<file path="src/sv/adjacency_matrix_graph_insert_top_macros.svh">
// assertion macros shared by the graph insert block
`ifndef ADJACENCY_MATRIX_GRAPH_INSERT_TOP_MACROS_SVH
`define ADJACENCY_MATRIX_GRAPH_INSERT_TOP_MACROS_SVH

// same-cycle implication, checked outside reset
`define AMG_ASSERT_NOW(lbl, ante, cons, msg) \
    lbl: assert property (@(posedge aclk) disable iff (!aresetn) (ante) |-> (cons)) \
        else $error(msg);

// next-cycle implication, checked outside reset
`define AMG_ASSERT_NEXT(lbl, ante, cons, msg) \
    lbl: assert property (@(posedge aclk) disable iff (!aresetn) (ante) |=> (cons)) \
        else $error(msg);

`endif

</file>
<file path="src/sv/amg_pkg.sv">
package amg_pkg;

    // fixed field widths
    localparam int KEY_W          = 32;
    localparam int STATUS_W       = 3;
    localparam int VCOUNT_W       = 6;
    localparam int ACOUNT_W       = 11;
    localparam int MAX_VERTICES_DEF = 32;
    localparam logic [ACOUNT_W-1:0] ARC_LIMIT = 11'd2047;

    // operation codes
    typedef enum logic {
        OP_VERTEX = 1'b0,
        OP_ARC    = 1'b1
    } op_t;

    // result status codes
    typedef enum logic [STATUS_W-1:0] {
        ST_OK         = 3'd0,
        ST_FULL       = 3'd1,
        ST_EXISTS     = 3'd2,
        ST_MISSING    = 3'd3,
        ST_ARC_EXISTS = 3'd4
    } status_t;

    // controller states
    typedef enum logic [2:0] {
        S_IDLE,
        S_SCAN,
        S_ROW_T_RD,
        S_ROW_T_WR,
        S_ROW_H_RD,
        S_ROW_H_WR,
        S_DONE
    } state_t;

    // input item
    typedef struct packed {
        logic              opcode;
        logic signed [KEY_W-1:0] first_key;
        logic signed [KEY_W-1:0] second_key;
    } in_item_t;

    // result item
    typedef struct packed {
        logic [STATUS_W-1:0] status;
        logic [VCOUNT_W-1:0] vertex_count;
        logic [ACOUNT_W-1:0] arc_count;
    } out_item_t;

    // key search status back to the controller
    typedef struct packed {
        logic done;
        logic found_t;
        logic found_h;
    } srch_rsp_t;

    // adjacency row memory command
    typedef struct packed {
        logic rd;
        logic set;
        logic clr;
    } adj_cmd_t;

endpackage

</file>
<file path="src/sv/amg_key_search.sv">
module amg_key_search #(
    parameter int MAX_VERTICES = amg_pkg::MAX_VERTICES_DEF
) (
    input  logic                                  aclk,
    input  logic                                  aresetn,
    input  logic                                  start,
    input  amg_pkg::in_item_t                     item,
    input  logic [$clog2(MAX_VERTICES+1)-1:0]     count,
    input  logic                                  wr_en,
    input  logic [$clog2(MAX_VERTICES)-1:0]       wr_addr,
    output amg_pkg::srch_rsp_t                    rsp,
    output logic [$clog2(MAX_VERTICES)-1:0]       t_idx,
    output logic [$clog2(MAX_VERTICES)-1:0]       h_idx
);
    import amg_pkg::*;

    localparam int IDX_W = $clog2(MAX_VERTICES);
    localparam int CNT_W = $clog2(MAX_VERTICES + 1);

    logic [KEY_W-1:0] key_mem [MAX_VERTICES];
    logic [KEY_W-1:0] key_q_reg;
    logic [CNT_W-1:0] ptr_reg;
    logic [IDX_W-1:0] cmp_idx_reg;
    logic             cmp_vld_reg;
    logic             active_reg;
    logic             found_t_reg;
    logic             found_h_reg;
    logic [IDX_W-1:0] t_idx_reg;
    logic [IDX_W-1:0] h_idx_reg;
    logic             rd_en;
    logic             hit_t;
    logic             hit_h;

    // one key read per cycle while entries remain
    assign rd_en = active_reg && (ptr_reg < count);

    // compare the key read last cycle against both search keys
    assign hit_t = cmp_vld_reg && (key_q_reg == KEY_W'(item.first_key));
    assign hit_h = cmp_vld_reg && (key_q_reg == KEY_W'(item.second_key));

    // key memory, one write and one registered read port
    always_ff @(posedge aclk) begin
        if (wr_en) begin
            key_mem[wr_addr] <= KEY_W'(item.first_key);
        end
        if (rd_en) begin
            key_q_reg <= key_mem[ptr_reg[IDX_W-1:0]];
        end
        cmp_idx_reg <= ptr_reg[IDX_W-1:0];
    end

    // scan control
    always_ff @(posedge aclk) begin
        if (!aresetn) begin
            active_reg  <= 1'b0;
            cmp_vld_reg <= 1'b0;
            ptr_reg     <= '0;
            found_t_reg <= 1'b0;
            found_h_reg <= 1'b0;
        end else if (start) begin
            active_reg  <= 1'b1;
            cmp_vld_reg <= 1'b0;
            ptr_reg     <= '0;
            found_t_reg <= 1'b0;
            found_h_reg <= 1'b0;
        end else begin
            cmp_vld_reg <= rd_en;
            if (rd_en) begin
                ptr_reg <= ptr_reg + CNT_W'(1);
            end
            if (rsp.done) begin
                active_reg <= 1'b0;
            end
            if (hit_t && !found_t_reg) begin
                found_t_reg <= 1'b1;
            end
            if (hit_h && !found_h_reg) begin
                found_h_reg <= 1'b1;
            end
        end
    end

    // matching indexes, first match kept
    always_ff @(posedge aclk) begin
        if (hit_t && !found_t_reg) begin
            t_idx_reg <= cmp_idx_reg;
        end
        if (hit_h && !found_h_reg) begin
            h_idx_reg <= cmp_idx_reg;
        end
    end

    assign rsp.done    = active_reg && !rd_en && !cmp_vld_reg;
    assign rsp.found_t = found_t_reg;
    assign rsp.found_h = found_h_reg;
    assign t_idx       = t_idx_reg;
    assign h_idx       = h_idx_reg;

endmodule

</file>
<file path="src/sv/amg_adj_rows.sv">
module amg_adj_rows #(
    parameter int MAX_VERTICES = amg_pkg::MAX_VERTICES_DEF
) (
    input  logic                             aclk,
    input  amg_pkg::adj_cmd_t                cmd,
    input  logic [$clog2(MAX_VERTICES)-1:0]  addr,
    input  logic [$clog2(MAX_VERTICES)-1:0]  bit_sel,
    output logic                             hit
);
    import amg_pkg::*;

    logic [MAX_VERTICES-1:0] row_mem [MAX_VERTICES];
    logic [MAX_VERTICES-1:0] row_q_reg;
    logic [MAX_VERTICES-1:0] bit_mask;

    // one-hot mask of the selected column
    assign bit_mask = {{(MAX_VERTICES-1){1'b0}}, 1'b1} << bit_sel;

    // row memory: read, set a bit into the row read last, or clear a row
    always_ff @(posedge aclk) begin
        if (cmd.rd) begin
            row_q_reg <= row_mem[addr];
        end
        if (cmd.set) begin
            row_mem[addr] <= row_q_reg | bit_mask;
        end else if (cmd.clr) begin
            row_mem[addr] <= '0;
        end
    end

    // arc bit test on the row read last
    assign hit = row_q_reg[bit_sel];

endmodule

</file>
<file path="src/sv/amg_ctrl.sv">
`include "adjacency_matrix_graph_insert_top_macros.svh"

module amg_ctrl #(
    parameter int MAX_VERTICES = amg_pkg::MAX_VERTICES_DEF
) (
    input  logic                                  aclk,
    input  logic                                  aresetn,
    input  logic                                  cfg_wr_en,
    input  logic                                  cfg_wr_data,
    input  logic                                  s_valid,
    output logic                                  s_ready,
    input  amg_pkg::in_item_t                     s_data,
    output logic                                  m_valid,
    input  logic                                  m_ready,
    output amg_pkg::out_item_t                    m_data,
    output amg_pkg::in_item_t                     item,
    output logic [$clog2(MAX_VERTICES+1)-1:0]     count,
    output logic                                  srch_start,
    input  amg_pkg::srch_rsp_t                    srch_rsp,
    input  logic [$clog2(MAX_VERTICES)-1:0]       t_idx,
    input  logic [$clog2(MAX_VERTICES)-1:0]       h_idx,
    output logic                                  key_wr_en,
    output logic [$clog2(MAX_VERTICES)-1:0]       key_wr_addr,
    output amg_pkg::adj_cmd_t                     adj_cmd,
    output logic [$clog2(MAX_VERTICES)-1:0]       adj_addr,
    output logic [$clog2(MAX_VERTICES)-1:0]       adj_bit,
    input  logic                                  adj_hit
);
    import amg_pkg::*;

    localparam int IDX_W = $clog2(MAX_VERTICES);
    localparam int CNT_W = $clog2(MAX_VERTICES + 1);

    state_t                state_reg, state_next;
    in_item_t              item_reg;
    logic [CNT_W-1:0]      used_reg, used_next;
    logic [ACOUNT_W-1:0]   arcs_reg, arcs_next;
    logic [STATUS_W-1:0]   status_reg, status_next;
    logic                  mode_reg;
    logic                  m_valid_reg;
    out_item_t             m_data_reg;
    logic                  accept;
    logic                  full;
    logic                  load_out;

    assign accept   = s_valid && s_ready;
    assign full     = (used_reg == CNT_W'(MAX_VERTICES));
    assign load_out = (state_reg == S_DONE) && (!m_valid_reg || m_ready);

    // next state
    always_comb begin
        state_next = state_reg;
        unique case (state_reg)
            S_IDLE: begin
                if (accept) begin
                    if (s_data.opcode == OP_VERTEX && full) begin
                        state_next = S_DONE;
                    end else begin
                        state_next = S_SCAN;
                    end
                end
            end
            S_SCAN: begin
                if (srch_rsp.done) begin
                    if (item_reg.opcode == OP_ARC && srch_rsp.found_t && srch_rsp.found_h) begin
                        state_next = S_ROW_T_RD;
                    end else begin
                        state_next = S_DONE;
                    end
                end
            end
            S_ROW_T_RD: state_next = S_ROW_T_WR;
            S_ROW_T_WR: begin
                if (!adj_hit && mode_reg) begin
                    state_next = S_ROW_H_RD;
                end else begin
                    state_next = S_DONE;
                end
            end
            S_ROW_H_RD: state_next = S_ROW_H_WR;
            S_ROW_H_WR: state_next = S_DONE;
            S_DONE: begin
                if (load_out) begin
                    state_next = S_IDLE;
                end
            end
            default: state_next = S_IDLE;
        endcase
    end

    // memory commands and handshake outputs
    always_comb begin
        s_ready     = (state_reg == S_IDLE);
        srch_start  = 1'b0;
        key_wr_en   = 1'b0;
        key_wr_addr = used_reg[IDX_W-1:0];
        adj_cmd     = '0;
        adj_addr    = t_idx;
        adj_bit     = h_idx;
        unique case (state_reg)
            S_IDLE: begin
                srch_start = accept && !(s_data.opcode == OP_VERTEX && full);
            end
            S_SCAN: begin
                // new vertex: store key and clear its row
                if (srch_rsp.done && item_reg.opcode == OP_VERTEX && !srch_rsp.found_t) begin
                    key_wr_en   = 1'b1;
                    adj_cmd.clr = 1'b1;
                    adj_addr    = used_reg[IDX_W-1:0];
                end
            end
            S_ROW_T_RD: adj_cmd.rd = 1'b1;
            S_ROW_T_WR: adj_cmd.set = !adj_hit;
            S_ROW_H_RD: begin
                adj_cmd.rd = 1'b1;
                adj_addr   = h_idx;
            end
            S_ROW_H_WR: begin
                adj_cmd.set = 1'b1;
                adj_addr    = h_idx;
                adj_bit     = t_idx;
            end
            S_DONE: begin
            end
            default: begin
            end
        endcase
    end

    // counts and status
    always_comb begin
        used_next   = used_reg;
        arcs_next   = arcs_reg;
        status_next = status_reg;
        unique case (state_reg)
            S_IDLE: begin
                if (accept && s_data.opcode == OP_VERTEX && full) begin
                    status_next = ST_FULL;
                end
            end
            S_SCAN: begin
                if (srch_rsp.done) begin
                    if (item_reg.opcode == OP_VERTEX) begin
                        if (srch_rsp.found_t) begin
                            status_next = ST_EXISTS;
                        end else begin
                            status_next = ST_OK;
                            used_next   = used_reg + CNT_W'(1);
                        end
                    end else if (!(srch_rsp.found_t && srch_rsp.found_h)) begin
                        status_next = ST_MISSING;
                    end
                end
            end
            S_ROW_T_WR: begin
                if (adj_hit) begin
                    status_next = ST_ARC_EXISTS;
                end else begin
                    status_next = ST_OK;
                    if (!mode_reg && arcs_reg != ARC_LIMIT) begin
                        arcs_next = arcs_reg + ACOUNT_W'(1);
                    end
                end
            end
            S_ROW_H_WR: begin
                if (arcs_reg != ARC_LIMIT) begin
                    arcs_next = arcs_reg + ACOUNT_W'(1);
                end
            end
            default: begin
            end
        endcase
    end

    // control registers
    always_ff @(posedge aclk) begin
        if (!aresetn) begin
            state_reg   <= S_IDLE;
            used_reg    <= '0;
            arcs_reg    <= '0;
            mode_reg    <= 1'b0;
            m_valid_reg <= 1'b0;
        end else begin
            state_reg <= state_next;
            used_reg  <= used_next;
            arcs_reg  <= arcs_next;
            if (cfg_wr_en) begin
                mode_reg <= cfg_wr_data;
            end
            if (load_out) begin
                m_valid_reg <= 1'b1;
            end else if (m_ready) begin
                m_valid_reg <= 1'b0;
            end
        end
    end

    // item and result payload
    always_ff @(posedge aclk) begin
        status_reg <= status_next;
        if (accept) begin
            item_reg <= s_data;
        end
        if (load_out) begin
            m_data_reg.status       <= status_reg;
            m_data_reg.vertex_count <= VCOUNT_W'(used_reg);
            m_data_reg.arc_count    <= arcs_reg;
        end
    end

    assign item    = item_reg;
    assign count   = used_reg;
    assign m_valid = m_valid_reg;
    assign m_data  = m_data_reg;

    `AMG_ASSERT_NOW(a_used_bound, 1'b1, used_reg <= CNT_W'(MAX_VERTICES), "vertex count over limit")
    `AMG_ASSERT_NOW(a_arc_step, arcs_reg != arcs_next, state_reg == S_ROW_T_WR || state_reg == S_ROW_H_WR, "arc count moved outside an arc write")
    `AMG_ASSERT_NOW(a_done_in_scan, srch_rsp.done, state_reg == S_SCAN, "key search finished outside scan")
    `AMG_ASSERT_NEXT(a_result_shown, load_out, m_valid_reg, "result loaded but not shown")

endmodule

</file>
<file path="src/sv/adjacency_matrix_graph_insert_top.sv">
// Graph builder holding vertex keys and a bit adjacency matrix.
// Input channel s_valid/s_ready/s_data carries one operation per item:
// insert vertex (first_key) or insert arc (first_key tail, second_key head).
// Result channel m_valid/m_ready/m_data returns one item per operation with
// the status code and the vertex and arc counts after that operation.
// cfg_wr_en/cfg_wr_data writes the undirected mode bit; write only when idle.
// Every operation but a vertex rejected by a full table first scans the key
// memory, one key a cycle; an arc whose keys are both found then adds a
// read-modify-write of the tail row and, in undirected mode when that arc is
// new, one of the head row. The next item is taken in the cycle after the
// result is loaded into the output register.
// A column clear on vertex insert is not needed: rows are cleared whole when
// their vertex is added and only bits of existing vertices are ever set.
// Reset (aresetn low, synchronous) empties the graph and clears the mode;
// memory contents are not cleared, no reset sweep takes place.
// If the receiver stalls, the result waits in the output register; one more
// item is accepted and worked, and it holds in its final state until the
// output register frees.
module adjacency_matrix_graph_insert_top #(
    parameter int MAX_VERTICES = amg_pkg::MAX_VERTICES_DEF
) (
    input  logic                 aclk,
    input  logic                 aresetn,
    input  logic                 cfg_wr_en,
    input  logic                 cfg_wr_data,
    input  logic                 s_valid,
    output logic                 s_ready,
    input  amg_pkg::in_item_t    s_data,
    output logic                 m_valid,
    input  logic                 m_ready,
    output amg_pkg::out_item_t   m_data
);
    import amg_pkg::*;

    localparam int IDX_W = $clog2(MAX_VERTICES);
    localparam int CNT_W = $clog2(MAX_VERTICES + 1);

    in_item_t         item;
    logic [CNT_W-1:0] count;
    logic             srch_start;
    srch_rsp_t        srch_rsp;
    logic [IDX_W-1:0] t_idx;
    logic [IDX_W-1:0] h_idx;
    logic             key_wr_en;
    logic [IDX_W-1:0] key_wr_addr;
    adj_cmd_t         adj_cmd;
    logic [IDX_W-1:0] adj_addr;
    logic [IDX_W-1:0] adj_bit;
    logic             adj_hit;

    // sequencer, counts and output register
    amg_ctrl #(
        .MAX_VERTICES (MAX_VERTICES)
    ) u_ctrl (
        .aclk        (aclk),
        .aresetn     (aresetn),
        .cfg_wr_en   (cfg_wr_en),
        .cfg_wr_data (cfg_wr_data),
        .s_valid     (s_valid),
        .s_ready     (s_ready),
        .s_data      (s_data),
        .m_valid     (m_valid),
        .m_ready     (m_ready),
        .m_data      (m_data),
        .item        (item),
        .count       (count),
        .srch_start  (srch_start),
        .srch_rsp    (srch_rsp),
        .t_idx       (t_idx),
        .h_idx       (h_idx),
        .key_wr_en   (key_wr_en),
        .key_wr_addr (key_wr_addr),
        .adj_cmd     (adj_cmd),
        .adj_addr    (adj_addr),
        .adj_bit     (adj_bit),
        .adj_hit     (adj_hit)
    );

    // key memory and sequential search
    amg_key_search #(
        .MAX_VERTICES (MAX_VERTICES)
    ) u_key_search (
        .aclk    (aclk),
        .aresetn (aresetn),
        .start   (srch_start),
        .item    (item),
        .count   (count),
        .wr_en   (key_wr_en),
        .wr_addr (key_wr_addr),
        .rsp     (srch_rsp),
        .t_idx   (t_idx),
        .h_idx   (h_idx)
    );

    // adjacency row memory
    amg_adj_rows #(
        .MAX_VERTICES (MAX_VERTICES)
    ) u_adj_rows (
        .aclk    (aclk),
        .cmd     (adj_cmd),
        .addr    (adj_addr),
        .bit_sel (adj_bit),
        .hit     (adj_hit)
    );

endmodule

</file>
<file path="config.mk">
export PLATFORM = sky130hd
export DESIGN_NAME = adjacency_matrix_graph_insert_top
export DESIGN_NICKNAME = d
export VERILOG_FILES = /design/src/sv/amg_pkg.sv /design/src/sv/amg_key_search.sv /design/src/sv/amg_adj_rows.sv /design/src/sv/amg_ctrl.sv /design/src/sv/adjacency_matrix_graph_insert_top.sv
export VERILOG_INCLUDE_DIRS = /design/src /design/src/sv
export SDC_FILE = /design/constraint.sdc
export NUM_CORES = 2
export LEC_CHECK = 0
export BUFFER_PORTS_ARGS = -buffer_cell sky130_fd_sc_hd__buf_2
export CAP_MARGIN = 10
export CORE_UTILIZATION = 30
export DETAILED_ROUTE_END_ITERATION = 7
export PLACE_DENSITY = 0.42
export SETUP_SLACK_MARGIN = 0.1
export SYNTH_ARGS = -nofsm -noshare
export SYNTH_HDL_FRONTEND = slang
export SYNTH_SLANG_ARGS = --single-unit
</file>
<file path="constraint.sdc">
create_clock -name aclk -period 6.2 [get_ports aclk]
set_input_delay 1.24 -clock aclk [delete_from_list [all_inputs] [get_ports aclk]]
set_output_delay 1.24 -clock aclk [all_outputs]
set_load 0.02 [all_outputs]
</file>
==> summary.txt <==
Synthesis
  • Top cells by area, synth: sky130_fd_sc_hd__edfxtp_1 77%, sky130_fd_sc_hd__mux4_2 8.5%, sky130_fd_sc_hd__mux2i_1 4.5%, sky130_fd_sc_hd__o22ai_1 1.3%, sky130_fd_sc_hd__nand2_1 1.3%
  • Number of nets produced by synthesis: 4,525
  • Primary FF master, synth: sky130_fd_sc_hd__edfxtp_1
  • Main combinational cell family by area after synthesis: multiplexers
  • Share of the synthesized area in the top cell type: 0.769
  • Post-synthesis share of cell area spent on full adders, half adders and majority gates: 0.00159
  • Number of register bits inferred by synthesis: 2,247
  • Synth Area in Simple Gates: 0.0318
  • Mean Syn Cell Area: 19.4 um2
  • Post-synthesis instance area: 0.0863 mm2
  • Sequential cell area fraction in the yosys report: 0.777
  • Compound-gate portion of the synthesized area: 0.0332
  • Xor and xnor fraction of the mapped netlist area: 0.00781
  • Count of flip-flops with a built-in enable after synthesis: 2,210
  • Count of unique library cells instantiated by Yosys: 64
  • Portion of netlist area occupied by mux cells: 0.136
  • Syn Inst Count: 4,443
  • Share of synthesized flip-flops with an asynchronous set or reset: 0
  • Number of warnings issued by yosys: 0
  • Cell taking the most area after synthesis: sky130_fd_sc_hd__edfxtp_1

CTS
  • CTS tree: yes
  • Clock insertion delay at the later pin of the skew report: 0.91 ns
  • Resized cells post-CTS: 0
  • Number of buffers created by CTS: 242
  • Clock edge transition at the registers on the reported setup and hold paths: 0.06 ns
  • Maximum root-to-sink buffer count: 4
  • Hold buffer count at cts: 0
  • Buffer cell driving the clock tree root: sky130_fd_sc_hd__clkbuf_16
  • Number of levels in the clock H-tree: 4
  • Buffer count from post-CTS setup fixing: 0
  • Clk sinks: 2,247

Timing
  • Final Skew: 0.0896 ns
  • Final-layout worst hold slack: 0.419 ns
  • RSZ-0062 raised after global routing: no
  • Fraction of the cycle the final worst path needs: 0.926
  • Final-layout setup total negative slack: 0 ns
  • Final period demand of the worst path: 5.74 ns
  • Setup Viol. Count Final: 0
  • Final hold violation count: 0
  • Max transition margin: 0.0612
  • Slew Viols, Final: 0
  • Slew at the pin closest to its max-slew limit: 1.37 ns
  • Peak Freq: 174 MHz

Critical path
  • Required time at the endpoint of the critical path: 6.67 ns
  • Worst Path Class, Setup: reg2reg
  • Worst-path maximum fanout: 18
  • Worst Path Arrival: 6.21 ns
  • Crit end category: flop
  • Worst Setup Start Kind: flop

Min path
  • Path class of the lowest-slack min-delay path: reg2reg

Global route
  • Global-route wire length before repair: 367,000 um
  • Largest net degree at the start of global routing: 70
  • Antenna violations before repair: 9
  • Number of global-route vias before repair: 44,400
  • Overflow after GRT: 0
  • Global router's overall resource usage: 0.180

Pwr
  • Largest voltage drop on the vdd net: 0.257 mV
  • Pwr/cell area: 365 mW/mm2
  • Leakage: 32.0 nW

Placed design
  • Gp weighted congestion: 0.842
  • Port bufs: 92
  • Half-perimeter wire length after detailed placement: 158,000 um

Route
  • Number of detailed-route iterations in the first pass: 6
  • Count of routing violations after the opening detailed-route iteration: 3,845
  • Routed wirelength normalized by instance count: 30.3 um
  • Total length of routed wires: 264,000 um
  • Per-cell via count in the routed design: 5.06
  • Post-detailed-route count of antenna-violating nets: 0
  • Number of vias after detailed routing: 44,100
  • Number of DRC violations after detailed routing: 0

Floorplan
  • Die width: 538 um
  • Number of rows created at floorplan: 196
  • Height of the die: 538 um
  • Die Area: 0.290 mm2
  • Initial standard-cell utilization of the core: 0.302
  • Number of top-level design ports: 93
  • Area inside the core boundary: 0.286 mm2

Flow run
  • Max Cap Violations: 0

Final layout
  • Share of final-layout standard cells stronger than drive strength 1: 0.228
  • Finished Core Util: 0.353
  • Layout Nets: 4,833
  • Area Growth Syn to Fin: 16.7%

Outcome
  • Result of the run: completed
-- kinds of logic (layout without fill, tap and decap cells) --
kind of cell | count (synthesis) | count (layout)
AO/OA/AOI/OAI | 473 | 473
XOR/XNOR | 77 | 77
adder cells (fa/ha/maj) | 11 | 11
buffers and inverters | 253 | 763
flip-flops | 2247 | 2247
multiplexers | 757 | 757
other | 0 | 3
AND/OR/NAND/NOR | 625 | 625
-- area by class of cell --
| type | count | area, um2 |
|---|---|---|
| antenna | 3 | 7.51 |
| clock buffer | 296 | 6370 |
| clock inverter | 150 | 1330 |
| fill | 26600 | 185000 |
| inverter | 16 | 60.1 |
| multi-input combinational | 1943 | 18800 |
| sequential | 2247 | 67100 |
| tap | 3762 | 4710 |
| timing repair buffer | 301 | 2350 |
-- metrics by stage --
step | cells | power (mW) | cell area (um2) | setup slack (ns)
6_report | 8718 | 36.8 | 101000 | 0.459
5_1_grt | 8716 | 38.0 | 101000 | 0.351
4_1_cts | 8715 | 37.3 | 101000 | 0.455
3_5_place_dp | 8269 | 23.0 | 93100 | 0.540
3_3_place_gp | 8267 | 23.0 | 93100 | 0.527
2_1_floorplan | 4443 | 20.7 | 86300 | 0.769
-- placed cells by master (no fill, tap or decap), types with 36 or more instances in the layout --
master	instances
sky130_fd_sc_hd__clkbuf_1	47
sky130_fd_sc_hd__edfxtp_1	2210
sky130_fd_sc_hd__nand2_1	287
sky130_fd_sc_hd__buf_2	93
sky130_fd_sc_hd__a21oi_1	177
sky130_fd_sc_hd__nor4_1	49
sky130_fd_sc_hd__clkinv_2	59
sky130_fd_sc_hd__o21ai_0	36
sky130_fd_sc_hd__mux2i_1	390
sky130_fd_sc_hd__nor2_1	82
sky130_fd_sc_hd__buf_4	181
sky130_fd_sc_hd__xor2_1	43
sky130_fd_sc_hd__mux4_2	327
sky130_fd_sc_hd__o22ai_1	185
sky130_fd_sc_hd__clkinv_1	53
sky130_fd_sc_hd__mux2_2	38
sky130_fd_sc_hd__clkbuf_16	246
sky130_fd_sc_hd__nor2_4	74
sky130_fd_sc_hd__nand3_1	48
-- metal layers --
| metal | global-route usage | vias up | wire length [um] |
|---|---|---|---|
| li1 | - | 18700 | - |
| met2 | 0.273 | 1158 | 118000 |
| met3 | 0.0277 | 330 | 12600 |
| met1 | 0.269 | 23900 | 127000 |
| met5 | 0 | - | 13 |
| met4 | 0.0400 | 2 | 5840 |
-- critical path: stages, from the launching register on --
cell                       delay, ns
sky130_fd_sc_hd__dfxtp_1        0.58
sky130_fd_sc_hd__nand3b_1       0.18
sky130_fd_sc_hd__buf_4          0.29
sky130_fd_sc_hd__mux2i_4        0.58
sky130_fd_sc_hd__mux2i_1        0.54
sky130_fd_sc_hd__a21oi_1        0.14
sky130_fd_sc_hd__o32ai_1        0.77
sky130_fd_sc_hd__nand3_1        0.24
sky130_fd_sc_hd__or2_1          0.31
sky130_fd_sc_hd__a211o_1        0.29
sky130_fd_sc_hd__buf_4          0.29
sky130_fd_sc_hd__nor2_4         0.51
sky130_fd_sc_hd__buf_4          0.47
-- synth_stat cells, drive strengths merged, types with 4 or more instances --
master / count
nor3: 18
nand3: 52
edfxtp: 2210
o22ai: 185
xnor2: 34
nand4: 12
a211o: 5
o21ai: 38
mux2i: 391
and2: 5
xor2: 43
nor4: 53
dfxtp: 37
nor2b: 7
a2111oi: 27
nor2: 156
o221ai: 5
clkbuf: 129
mux2: 39
ha: 11
nand2: 289
or2: 6
inv: 15
o32ai: 4
mux4: 327
buf: 108
a21oi: 179
or3: 9
and3: 6
-- path summary, 6_finish.rpt --
check / endpoint / depth (start not counted) / from / slack [ns]
hold / removal: u_key_search.h_idx[2]$_DFFE_PP_ / 0 / u_key_search.cmp_idx_reg[2]$_DFF_P_ / 0.42
hold reg to reg: u_key_search.h_idx[2]$_DFFE_PP_ / 0 / u_key_search.cmp_idx_reg[2]$_DFF_P_ / 0.42
setup reg to reg: u_adj_rows.row_mem[17][3]$_DFFE_PP_ / 12 / u_ctrl.state_reg[1]$_SDFFE_PN0P_ / 0.46
setup / recovery: u_adj_rows.row_mem[17][3]$_DFFE_PP_ / 12 / u_ctrl.state_reg[1]$_SDFFE_PN0P_ / 0.46
-- where the power goes --
group | switching [mW] | leakage [nW] | total (mW) | internal (mW)
combinational | 3.24 | 7.99 | 4.33 | 1.09
sequential | 0.332 | 20.2 | 18.3 | 18.0
clock | 6.11 | 3.80 | 14.2 | 8.08
total | 9.67 | 32.0 | 36.8 | 27.1
No activity file was read; power rests on OpenSTA's default activity.
